[src/hdl/fra_pkg.sv]
// Shared types, constants and register map of the fragment reassembly buffer.
package fra_pkg;

	localparam int TOTAL_W            = 18;
	localparam int POS_IN_W           = 16;
	localparam int MSG_W              = 2;
	localparam int CNT_W              = 3;
	localparam int ORDER_W            = 8;
	localparam int NUM_LEN_REGS       = 4;
	localparam int QUEUE_DEPTH        = 2;
	localparam int DEF_MAX_MESSAGES   = 4;
	localparam int DEF_FRAGMENT_SLOTS = 64;
	localparam int DEF_LENGTH_BITS    = 16;
	localparam int PADDR_W            = 5;

	localparam logic [2:0] REG_MSG_COUNT = 3'd0;
	localparam logic [2:0] REG_ORDER     = 3'd1;
	localparam logic [2:0] REG_LEN0      = 3'd2;
	localparam logic [2:0] REG_LEN1      = 3'd3;
	localparam logic [2:0] REG_LEN2      = 3'd4;
	localparam logic [2:0] REG_LEN3      = 3'd5;

	localparam logic [CNT_W-1:0]   RST_MSG_COUNT = 3'd4;
	localparam logic [ORDER_W-1:0] RST_ORDER     = 8'd228;
	localparam logic [POS_IN_W-1:0] RST_LEN      = 16'd1;

	typedef enum logic [1:0] {
		K_FRAG,
		K_BAD,
		K_CLEAR
	} kind_t;

	typedef struct packed {
		kind_t               kind;
		logic [MSG_W-1:0]    msg;
		logic [POS_IN_W-1:0] first;
		logic [POS_IN_W-1:0] last;
	} item_t;

	typedef enum logic [2:0] {
		S_IDLE,
		S_STORE,
		S_DRAIN_CHK,
		S_SCAN,
		S_DECIDE,
		S_FINISH
	} state_t;

	typedef logic [NUM_LEN_REGS-1:0][POS_IN_W-1:0] len_arr_t;

endpackage

[src/hdl/fra_fifo.sv]
// Short queue of classified items between front and back.
module fra_fifo import fra_pkg::*; (
	input  logic  clk,
	input  logic  arst_n,
	input  logic  push,
	input  item_t push_item,
	input  logic  pop,
	output item_t head,
	output logic  empty,
	output logic  full
);

	localparam int PW = (QUEUE_DEPTH > 1) ? $clog2(QUEUE_DEPTH) : 1;

	item_t           slot_q [QUEUE_DEPTH];
	logic [PW-1:0]   wr_q, rd_q;
	logic [PW:0]     cnt_q;

	assign empty = (cnt_q == '0);
	assign full  = (cnt_q == (PW+1)'(QUEUE_DEPTH));
	assign head  = slot_q[rd_q];

	always_ff @(posedge clk) begin
		if (push)
			slot_q[wr_q] <= push_item;
	end

	always_ff @(posedge clk or negedge arst_n) begin
		if (!arst_n) begin
			wr_q  <= '0;
			rd_q  <= '0;
			cnt_q <= '0;
		end else begin
			if (push)
				wr_q <= (wr_q == PW'(QUEUE_DEPTH - 1)) ? '0 : wr_q + 1'b1;
			if (pop)
				rd_q <= (rd_q == PW'(QUEUE_DEPTH - 1)) ? '0 : rd_q + 1'b1;
			if (push && !pop)
				cnt_q <= cnt_q + 1'b1;
			else if (pop && !push)
				cnt_q <= cnt_q - 1'b1;
		end
	end

endmodule

[src/hdl/fra_front.sv]
// Input side: takes items and sorts them into clear, fragment and bad message.
module fra_front import fra_pkg::*; (
	input  logic                in_valid,
	output logic                in_ready,
	input  logic                mode,
	input  logic [MSG_W-1:0]    message_number,
	input  logic [POS_IN_W-1:0] first_byte,
	input  logic [POS_IN_W-1:0] last_byte,
	input  logic [CNT_W-1:0]    act_count,
	input  logic                q_full,
	output logic                push,
	output item_t               push_item
);

	assign in_ready = !q_full;
	assign push     = in_valid && in_ready;

	always_comb begin
		push_item.msg   = message_number;
		push_item.first = first_byte;
		push_item.last  = last_byte;
		if (mode)
			push_item.kind = K_CLEAR;
		else if ({1'b0, message_number} >= act_count)
			push_item.kind = K_BAD;
		else
			push_item.kind = K_FRAG;
	end

endmodule

[src/hdl/fra_back.sv]
// Execution side: fragment store, in-order draining, occupancy and result register.
module fra_back import fra_pkg::*; #(
	parameter int MAX_MESSAGES   = DEF_MAX_MESSAGES,
	parameter int FRAGMENT_SLOTS = DEF_FRAGMENT_SLOTS,
	parameter int LENGTH_BITS    = DEF_LENGTH_BITS
) (
	input  logic                clk,
	input  logic                arst_n,
	input  item_t               head,
	input  logic                q_empty,
	output logic                pop,
	input  logic [CNT_W-1:0]    act_count,
	input  logic [ORDER_W-1:0]  order,
	input  len_arr_t            lengths,
	output logic                out_valid,
	input  logic                out_ready,
	output logic [TOTAL_W-1:0]  buffered_bytes,
	output logic [TOTAL_W-1:0]  peak_bytes,
	output logic [CNT_W-1:0]    messages_done,
	output logic                dropped
);

	localparam int LB    = LENGTH_BITS;
	localparam int AW    = (FRAGMENT_SLOTS > 1) ? $clog2(FRAGMENT_SLOTS) : 1;
	localparam int MIW   = (MAX_MESSAGES > 1) ? $clog2(MAX_MESSAGES) : 1;
	localparam int ENT_W = MSG_W + 2 * LB;

	state_t state_q, state_d;
	item_t  cur_q;

	logic [FRAGMENT_SLOTS-1:0] valid_q;
	logic [ENT_W-1:0]          mem [FRAGMENT_SLOTS];
	logic [ENT_W-1:0]          rd_data_s1;
	logic                      rd_vld_s1;
	logic [AW-1:0]             rd_idx_s1;
	logic [AW:0]               scan_cnt_q;

	logic          best_v_q;
	logic [AW-1:0] best_idx_q;
	logic [LB-1:0] best_first_q, best_last_q;
	logic [MSG_W-1:0] cur_id_q;

	logic [LB:0]        nexp_q [MAX_MESSAGES];
	logic [CNT_W-1:0]   pos_q;
	logic [TOTAL_W-1:0] total_q, peak_q;
	logic               dropped_q;

	logic               out_valid_q;
	logic [TOTAL_W-1:0] out_total_q, out_peak_q;
	logic [CNT_W-1:0]   out_pos_q;
	logic               out_drop_q;

	// free slot search
	logic          free_found;
	logic [AW-1:0] free_idx;
	always_comb begin
		free_found = 1'b0;
		free_idx   = '0;
		for (int i = 0; i < FRAGMENT_SLOTS; i++) begin
			if (!valid_q[i] && !free_found) begin
				free_found = 1'b1;
				free_idx   = AW'(i);
			end
		end
	end

	logic [LB-1:0]      cur_first, cur_last;
	logic [TOTAL_W-1:0] size_in, size_best;
	logic [MSG_W-1:0]   order_id;
	logic               pos_lt, id_ok, match, done, out_free;
	logic [LB:0]        nexp_cur, new_nexp;
	logic [LB-1:0]      len_cur;
	logic [TOTAL_W-1:0] peak_new;
	logic               scan_end;
	logic [MSG_W-1:0]   rd_msg;
	logic [LB-1:0]      rd_first, rd_last;
	logic               better;

	assign cur_first = LB'(cur_q.first);
	assign cur_last  = LB'(cur_q.last);
	assign size_in   = TOTAL_W'(cur_last) - TOTAL_W'(cur_first) + TOTAL_W'(1);
	assign size_best = TOTAL_W'(best_last_q) - TOTAL_W'(best_first_q) + TOTAL_W'(1);
	assign order_id  = MSG_W'(order >> {pos_q[1:0], 1'b0});
	assign pos_lt    = pos_q < act_count;
	assign id_ok     = {1'b0, order_id} < CNT_W'(MAX_MESSAGES);
	assign nexp_cur  = nexp_q[MIW'(cur_id_q)];
	assign match     = best_v_q && ({1'b0, best_first_q} == nexp_cur);
	assign new_nexp  = {1'b0, best_last_q} + (LB+1)'(1);
	assign len_cur   = LB'(lengths[cur_id_q]);
	assign done      = new_nexp > {1'b0, len_cur};
	assign peak_new  = (pos_lt && total_q > peak_q) ? total_q : peak_q;
	assign out_free  = !out_valid_q || out_ready;
	assign scan_end  = (scan_cnt_q == (AW+1)'(FRAGMENT_SLOTS));

	assign rd_msg   = rd_data_s1[ENT_W-1 -: MSG_W];
	assign rd_first = rd_data_s1[2*LB-1:LB];
	assign rd_last  = rd_data_s1[LB-1:0];
	assign better   = rd_vld_s1 && (rd_msg == cur_id_q) &&
		(!best_v_q || rd_first < best_first_q ||
		 (rd_first == best_first_q && rd_last < best_last_q));

	// next state
	always_comb begin
		state_d = state_q;
		unique case (state_q)
			S_IDLE:      if (!q_empty) state_d = S_STORE;
			S_STORE:     state_d = (cur_q.kind == K_CLEAR) ? S_FINISH : S_DRAIN_CHK;
			S_DRAIN_CHK: state_d = (pos_lt && id_ok) ? S_SCAN : S_FINISH;
			S_SCAN:      if (scan_end) state_d = S_DECIDE;
			S_DECIDE:    state_d = match ? S_DRAIN_CHK : S_FINISH;
			S_FINISH:    if (out_free) state_d = S_IDLE;
			default:     state_d = S_IDLE;
		endcase
	end

	// control decodes
	logic mem_we, release_en, out_load, scan_rd, scan_start;
	always_comb begin
		pop        = (state_q == S_IDLE) && !q_empty;
		mem_we     = (state_q == S_STORE) && (cur_q.kind == K_FRAG) && free_found;
		release_en = (state_q == S_DECIDE) && match;
		out_load   = (state_q == S_FINISH) && out_free;
		scan_rd    = (state_q == S_SCAN) && !scan_end;
		scan_start = (state_q == S_DRAIN_CHK) && pos_lt && id_ok;
	end

	always_ff @(posedge clk) begin
		if (mem_we)
			mem[free_idx] <= {cur_q.msg, cur_first, cur_last};
		rd_data_s1 <= mem[scan_cnt_q[AW-1:0]];
		rd_idx_s1  <= scan_cnt_q[AW-1:0];
		if (pop)
			cur_q <= head;
		if (scan_start)
			cur_id_q <= order_id;
		if (better) begin
			best_idx_q   <= rd_idx_s1;
			best_first_q <= rd_first;
			best_last_q  <= rd_last;
		end
		if (out_load) begin
			out_total_q <= total_q;
			out_peak_q  <= peak_new;
			out_pos_q   <= pos_q;
			out_drop_q  <= dropped_q;
		end
	end

	always_ff @(posedge clk or negedge arst_n) begin
		if (!arst_n) begin
			state_q     <= S_IDLE;
			valid_q     <= '0;
			for (int m = 0; m < MAX_MESSAGES; m++)
				nexp_q[m] <= (LB+1)'(1);
			pos_q       <= '0;
			total_q     <= '0;
			peak_q      <= '0;
			dropped_q   <= 1'b0;
			scan_cnt_q  <= '0;
			rd_vld_s1   <= 1'b0;
			best_v_q    <= 1'b0;
			out_valid_q <= 1'b0;
		end else begin
			state_q   <= state_d;
			rd_vld_s1 <= scan_rd && valid_q[scan_cnt_q[AW-1:0]];
			if (scan_rd)
				scan_cnt_q <= scan_cnt_q + 1'b1;
			if (scan_start) begin
				scan_cnt_q <= '0;
				best_v_q   <= 1'b0;
			end else if (better) begin
				best_v_q <= 1'b1;
			end
			if (state_q == S_STORE) begin
				unique case (cur_q.kind)
					K_CLEAR: begin
						valid_q   <= '0;
						for (int m = 0; m < MAX_MESSAGES; m++)
							nexp_q[m] <= (LB+1)'(1);
						pos_q     <= '0;
						total_q   <= '0;
						peak_q    <= '0;
						dropped_q <= 1'b0;
					end
					K_FRAG: begin
						dropped_q <= !free_found;
						if (free_found) begin
							valid_q[free_idx] <= 1'b1;
							total_q           <= total_q + size_in;
						end
					end
					default: dropped_q <= 1'b1;
				endcase
			end
			if (release_en) begin
				valid_q[best_idx_q]     <= 1'b0;
				total_q                 <= total_q - size_best;
				nexp_q[MIW'(cur_id_q)] <= new_nexp;
				if (done)
					pos_q <= pos_q + 1'b1;
			end
			if (out_load) begin
				peak_q      <= peak_new;
				out_valid_q <= 1'b1;
			end else if (out_ready) begin
				out_valid_q <= 1'b0;
			end
		end
	end

	assign out_valid      = out_valid_q;
	assign buffered_bytes = out_total_q;
	assign peak_bytes     = out_peak_q;
	assign messages_done  = out_pos_q;
	assign dropped        = out_drop_q;

	a_done_range: assert property (@(posedge clk) disable iff (!arst_n)
		out_valid_q |-> out_pos_q <= CNT_W'(MAX_MESSAGES))
		else $error("messages_done beyond message count");

	a_scan_bound: assert property (@(posedge clk) disable iff (!arst_n)
		state_q == S_SCAN |-> scan_cnt_q <= (AW+1)'(FRAGMENT_SLOTS))
		else $error("scan counter past store depth");

	a_release_frees: assert property (@(posedge clk) disable iff (!arst_n)
		release_en |=> !valid_q[$past(best_idx_q)])
		else $error("released fragment still valid");

	a_clear_zero: assert property (@(posedge clk) disable iff (!arst_n)
		(out_load && cur_q.kind == K_CLEAR) |=>
			(out_valid_q && out_total_q == '0 && out_peak_q == '0 && out_pos_q == '0))
		else $error("clear item did not report zeros");

endmodule

[src/hdl/fragment_reassembly_occupancy.sv]
// Top level: APB register file, front classifier, item queue and reassembly back end.
//
// Reassembly buffer for up to four messages delivered in a programmed order. Items
// are taken by the front into a two-entry queue while the back end works, so the
// input stays open as long as the queue has room. The back end handles one item at
// a time. Each drain attempt is a check, a sweep of the fragment store and a
// decide; an item may drain several fragments before its result is loaded, and the
// result is held until it is taken. The sweep reads the fragment store through its
// single read port. Slot valid bits are flops, so no clearing pass follows reset.
// The user must write registers only while the block is idle; the block itself
// does not enforce this.
module fragment_reassembly_occupancy import fra_pkg::*; #(
	parameter int MAX_MESSAGES   = DEF_MAX_MESSAGES,
	parameter int FRAGMENT_SLOTS = DEF_FRAGMENT_SLOTS,
	parameter int LENGTH_BITS    = DEF_LENGTH_BITS
) (
	input  logic                clk,
	input  logic                arst_n,
	input  logic                psel,
	input  logic                penable,
	input  logic                pwrite,
	input  logic [PADDR_W-1:0]  paddr,
	input  logic [31:0]         pwdata,
	output logic [31:0]         prdata,
	output logic                pready,
	input  logic                in_valid,
	output logic                in_ready,
	input  logic                mode,
	input  logic [MSG_W-1:0]    message_number,
	input  logic [POS_IN_W-1:0] first_byte,
	input  logic [POS_IN_W-1:0] last_byte,
	output logic                out_valid,
	input  logic                out_ready,
	output logic [TOTAL_W-1:0]  buffered_bytes,
	output logic [TOTAL_W-1:0]  peak_bytes,
	output logic [CNT_W-1:0]    messages_done,
	output logic                dropped
);

	logic [CNT_W-1:0]   msg_count_q;
	logic [ORDER_W-1:0] order_q;
	len_arr_t           len_q;
	logic [2:0]         reg_idx;
	logic               wr_en;
	logic [CNT_W-1:0]   act_count;

	assign pready  = 1'b1;
	assign reg_idx = paddr[4:2];
	assign wr_en   = psel && penable && pwrite && pready;
	assign act_count = (msg_count_q > CNT_W'(MAX_MESSAGES)) ? CNT_W'(MAX_MESSAGES)
		: msg_count_q;

	always_ff @(posedge clk or negedge arst_n) begin
		if (!arst_n) begin
			msg_count_q <= RST_MSG_COUNT;
			order_q     <= RST_ORDER;
			for (int i = 0; i < NUM_LEN_REGS; i++)
				len_q[i] <= RST_LEN;
		end else if (wr_en) begin
			unique case (reg_idx)
				REG_MSG_COUNT: msg_count_q <= pwdata[CNT_W-1:0];
				REG_ORDER:     order_q     <= pwdata[ORDER_W-1:0];
				REG_LEN0:      len_q[0]    <= pwdata[POS_IN_W-1:0];
				REG_LEN1:      len_q[1]    <= pwdata[POS_IN_W-1:0];
				REG_LEN2:      len_q[2]    <= pwdata[POS_IN_W-1:0];
				REG_LEN3:      len_q[3]    <= pwdata[POS_IN_W-1:0];
				default: ;
			endcase
		end
	end

	always_comb begin
		unique case (reg_idx)
			REG_MSG_COUNT: prdata = 32'(msg_count_q);
			REG_ORDER:     prdata = 32'(order_q);
			REG_LEN0:      prdata = 32'(len_q[0]);
			REG_LEN1:      prdata = 32'(len_q[1]);
			REG_LEN2:      prdata = 32'(len_q[2]);
			REG_LEN3:      prdata = 32'(len_q[3]);
			default:       prdata = '0;
		endcase
	end

	logic  push, pop, q_empty, q_full;
	item_t push_item, head;

	fra_front u_front (
		.in_valid       (in_valid),
		.in_ready       (in_ready),
		.mode           (mode),
		.message_number (message_number),
		.first_byte     (first_byte),
		.last_byte      (last_byte),
		.act_count      (act_count),
		.q_full         (q_full),
		.push           (push),
		.push_item      (push_item)
	);

	fra_fifo u_fifo (
		.clk       (clk),
		.arst_n    (arst_n),
		.push      (push),
		.push_item (push_item),
		.pop       (pop),
		.head      (head),
		.empty     (q_empty),
		.full      (q_full)
	);

	fra_back #(
		.MAX_MESSAGES   (MAX_MESSAGES),
		.FRAGMENT_SLOTS (FRAGMENT_SLOTS),
		.LENGTH_BITS    (LENGTH_BITS)
	) u_back (
		.clk            (clk),
		.arst_n         (arst_n),
		.head           (head),
		.q_empty        (q_empty),
		.pop            (pop),
		.act_count      (act_count),
		.order          (order_q),
		.lengths        (len_q),
		.out_valid      (out_valid),
		.out_ready      (out_ready),
		.buffered_bytes (buffered_bytes),
		.peak_bytes     (peak_bytes),
		.messages_done  (messages_done),
		.dropped        (dropped)
	);

endmodule
[config.mk]
export PLATFORM = sky130hd
export DESIGN_NAME = fragment_reassembly_occupancy
export DESIGN_NICKNAME = d
export VERILOG_FILES = /design/src/hdl/fra_pkg.sv /design/src/hdl/fra_fifo.sv /design/src/hdl/fra_front.sv /design/src/hdl/fra_back.sv /design/src/hdl/fragment_reassembly_occupancy.sv
export SDC_FILE = /design/constraint.sdc
export NUM_CORES = 2
export LEC_CHECK = 0
export ABC_CLOCK_PERIOD_IN_PS = 12000
export BUFFER_PORTS_ARGS = -buffer_cell sky130_fd_sc_hd__buf_4
export CAP_MARGIN = 20
export CORE_MARGIN = 2
export CORE_UTILIZATION = 45
export DETAILED_ROUTE_END_ITERATION = 8
export GPL_ROUTABILITY_DRIVEN = 0
export PLACE_DENSITY_LB_ADDON = 0.3
export SYNTH_ARGS = -nofsm -noshare
export SYNTH_HDL_FRONTEND = slang
export SYNTH_SLANG_ARGS = --single-unit
[constraint.sdc]
create_clock -name clk -period 12 [get_ports clk]
set_input_delay 2.4 -clock clk [delete_from_list [all_inputs] [get_ports clk]]
set_output_delay 2.4 -clock clk [all_outputs]
set_load 0.005 [all_outputs]
==> metrics.md <==
| Metric | Value |
|---|---|
| GRT Residual Overflow | 0 |
| Crit path depth | 5 |
| Fraction of layout cells with a size suffix above 1 | 0.2845 |
| Site Rows | 180 |
| Initial Utilization | 0.4522 |
| Crit-path max cell delay | 0.56 ns |
| Vias per Instance | 6.132 |
| Post-synth top area cell | edfxtp_1 |
| EDFF count, synth | 2,364 |
| Syn Inst Count | 5,471 |
| Root buffer cell | clkbuf_16 |
| Setup TNS | 0 ns |
| # nets final | 6,003 |
| Syn-to-layout area delta | 13.67% |
| CP Buf/Inv Count | 2 |
| Clock Skew | 0.05538 ns |
| # IOs | 154 |
| RSZ-0062 raised after global routing | no |
| Antenna violations before repair | 17 |
| WHS | 0.4019 ns |
| Worst R2R Path Depth | 18 |
| First-pass GRT wire length | 399.7 mm |
| Top post-synthesis cells by count | edfxtp_1 (2,364), mux4_2 (767), dfrtp_1 (251) |
| Synth Cell Area | 108,800 um^2 |
| Filler cell count | 18.83k |
| Power Density | 228.6 nW/um^2 |
| Number of global-route vias before repair | 56.03k |
| TritonCTS clock tree | done |
| Reg clk slew, reported paths | 0.05 ns |
| Fin crit period | 6.487 ns |
| Leakage power | 40.66 nW |
| Core area | 240,500 um^2 |
| Post-CTS Repair Setup Buffers | 0 |
| Num CTS Buffers | 294 |
| Setup crit start kind | primary input |
| DRT Wirelength | 277.7 mm |
| DRC | 0 |
| Flop-to-flop setup slack | 6.85 ns |
| Synth Warn # | 0 |
| Seq cells post-synth | 2,668 |
| Dpl cells | 8,662 |
| Relative slew slack | 0.1674 |
| Worst Path Max Fanout | 38 |
| Worst vdd ir | 183.7 uV |
| Synth unique cells | 89 |
| Critical path class | in -> out |
| Post-Layout Cell Count | 9,175 |
| Hold Crit Start | u_back.rd_idx_s1[0] |
| Post-synth ARST share | 0.09895 |
| Status | completed |
| Final cycle utilization of the critical path | 0.5406 |
| Remaining antenna violation count after routing | 0 |
| Die ar. | 245,700 um^2 |
| Count of final hold-check violations | 0 |
| Max Freq | 154.2 MHz |
| Hold Crit Depth | 0 |
| Most used flip-flop cell after synthesis | edfxtp_1 |
| Critical path's slowest cell | nor2b_1 |
| Worst path arrival time | 4.09 ns |
| Pin count of the biggest net entering global routing | 128 |
| DP HPWL | 156.9 mm |
| Most common cell in the netlist | edfxtp_1 |
| Total number of vias | 56.26k |
| Worst EP required | 9.60 ns |
| Top delay family on crit path | buffers and inverters |
| Die Ht | 495.7 um |
| Critical-path cell list | buf_4 -> nor2b_1 -> a22oi_1 -> o22ai_1 -> buf_4 |
| # hold bufs at CTS | 0 |
| CTS max path bufs | 4 |
| WL per Instance | 30.27 um |
| Die Wd | 495.7 um |
| Post-synth top area share | 0.6526 |
| # setup viols final | 0 |
| GR Util All Layers | 0.2255 |
| Hold EP | u_back.best_idx_q[0] |
| Mean Syn Cell Area | 19.88 um^2 |
| Hold Path Class | reg -> reg |
| Max-slew violation count | 0 |
| Largest cells by area after synthesis | edfxtp_1 (65%), mux4_2 (16%), dfrtp_1 (5.8%), ha_1 (1.6%), mux2_2 (1.3%) |
| Clock sink count | 2,668 |
| Most Frequent Cell on Critical Path | buf_4 |
| Sequential cell area fraction in the yosys report | 0.7209 |
| Cts repair resizes | 0 |
| Worst r2r dst | u_back.total_q[17] |
| CTS H-tree lvls | 5 |
| Pre-Repair DR Iteration Count | 6 |
| Clock Latency Late Sink | 0.95 ns |
| Worst slew pin tran | 1.244 ns |
| Reg2Reg Launch Point | u_back.cur_first[0] |
| Iteration-0 DRC Markers | 7,069 |
| Port bufs | 118 |
| Max_cap viols | 0 |
| Worst Setup End Kind | output pin |
report_power, final:
part	total (mW)	switching (mW)	internal, mW
Sequential	11.9	0.411	11.5
Combinational	7.76	4.56	3.20
Clock	8.57	3.52	5.05
Total	28.3	8.49	19.8
worst max-delay path by stage:
stage | start | endpoint | slack [ns]
after floorplan | paddr[2] | prdata[10] | 5.72
after global placement | paddr[2] | prdata[6] | 5.58
after detailed placement | paddr[2] | prdata[6] | 5.57
after CTS | paddr[2] | prdata[6] | 5.57
after global routing | paddr[2] | prdata[6] | 5.43
final | paddr[2] | prdata[6] | 5.51
flip-flops by register name, indices dropped and copies added (netlist names), 16 cells and up:
name	flops
u_back.mem	2176
u_back.peak_bytes	18
u_back.best_first_q	16
u_back.cur_last	16
u_back.best_last_q	16
len_q	64
u_back.buffered_bytes	18
u_back.valid_q	64
u_back.total_q	18
u_back.peak_q	18
u_back.cur_first	16
u_back.rd_data_s1	34
u_back.nexp_q	68
u_fifo.slot_q	72
layer usage:
metal | GRT usage | share of wire | up-vias
met5 | 0 | 0.00010 | -
met4 | 0.05436 | 0.020 | 4
met3 | 0.03702 | 0.079 | 372
met2 | 0.3632 | 0.49 | 2458
met1 | 0.3242 | 0.42 | 30307
li1 | - | - | 23117
cell usage in the layout, fill, tap and decap left out, drive strengths merged, types with 13 or more instances in the layout:
cell / Yosys / layout
or3: 22 / 22
and3: 21 / 21
nor2b: 32 / 32
buf: 100 / 283
a221oi: 14 / 14
o21ai: 132 / 132
dfrtp: 251 / 251
a211oi: 52 / 52
nand3: 112 / 112
o211ai: 16 / 16
xnor2: 62 / 62
edfxtp: 2364 / 2364
a31oi: 38 / 38
nand2: 134 / 134
ha: 140 / 140
conb: 2 / 17
nand4: 35 / 35
dfxtp: 40 / 40
clkbuf: 186 / 375
mux2: 122 / 122
o22ai: 17 / 17
nand2b: 23 / 23
mux2i: 67 / 67
dfstp: 13 / 13
inv: 163 / 172
a21o: 22 / 22
o21a: 30 / 30
nor2: 141 / 141
a21oi: 99 / 99
nor4: 30 / 30
bufinv: 0 / 19
mux4: 767 / 767
xor2: 26 / 26
nor3b: 17 / 17
nor3: 56 / 56
clkinv: 1 / 98
metrics by stage:
stage          cell area [um^2]  power [mW]  setup WS, ns    util
4_1_cts                  123500       28.44         5.569  0.5133
5_1_grt                  123600       29.34         5.434  0.5140
2_1_floorplan            108800       17.12         5.717       -
6_report                 123600       28.27         5.513  0.5141
3_5_place_dp             114400       19.90         5.574  0.4757
3_3_place_gp             114400       19.73         5.581  0.4757
area by class of cell:
type	count	area [um^2]	share of cell area
Sequential cell	2668	78430	0.6343
Multi-Input combinational cell	2368	29190	0.2360
Clock buffer	374	7923	0.06408
Tap cell	3185	3985	0.03223
Timing Repair Buffer	284	2360	0.01908
Clock inverter	128	1130	0.009138
Inverter	164	623.1	0.005039
Antenna cell	4	10.01	0.00008095
worst register-to-register path, delay by kind of cell (launching register included):
family                   cells  cell delay, ns
buffers and inverters        2            0.59
XOR/XNOR                     2            0.27
AO/OA/AOI/OAI                7            1.95
flip-flops                   1            0.33
adder cells (fa/ha/maj)      3            0.96
AND/OR/NAND/NOR              4            0.96
logic make-up (layout without fill, tap and decap cells):
logic type,Yosys count,count (layout),share of synthesized area
flip-flops,2668,2668,0.7209
XOR/XNOR,88,88,0.007086
buffers and inverters,450,950,0.01639
adder cells (fa/ha/maj),144,144,0.01684
AND/OR/NAND/NOR,666,666,0.03178
multiplexers,956,956,0.1776
other,2,21,0.00006904
AO/OA/AOI/OAI,497,497,0.02936
Note: power is estimated with default switching activity, not from simulation.
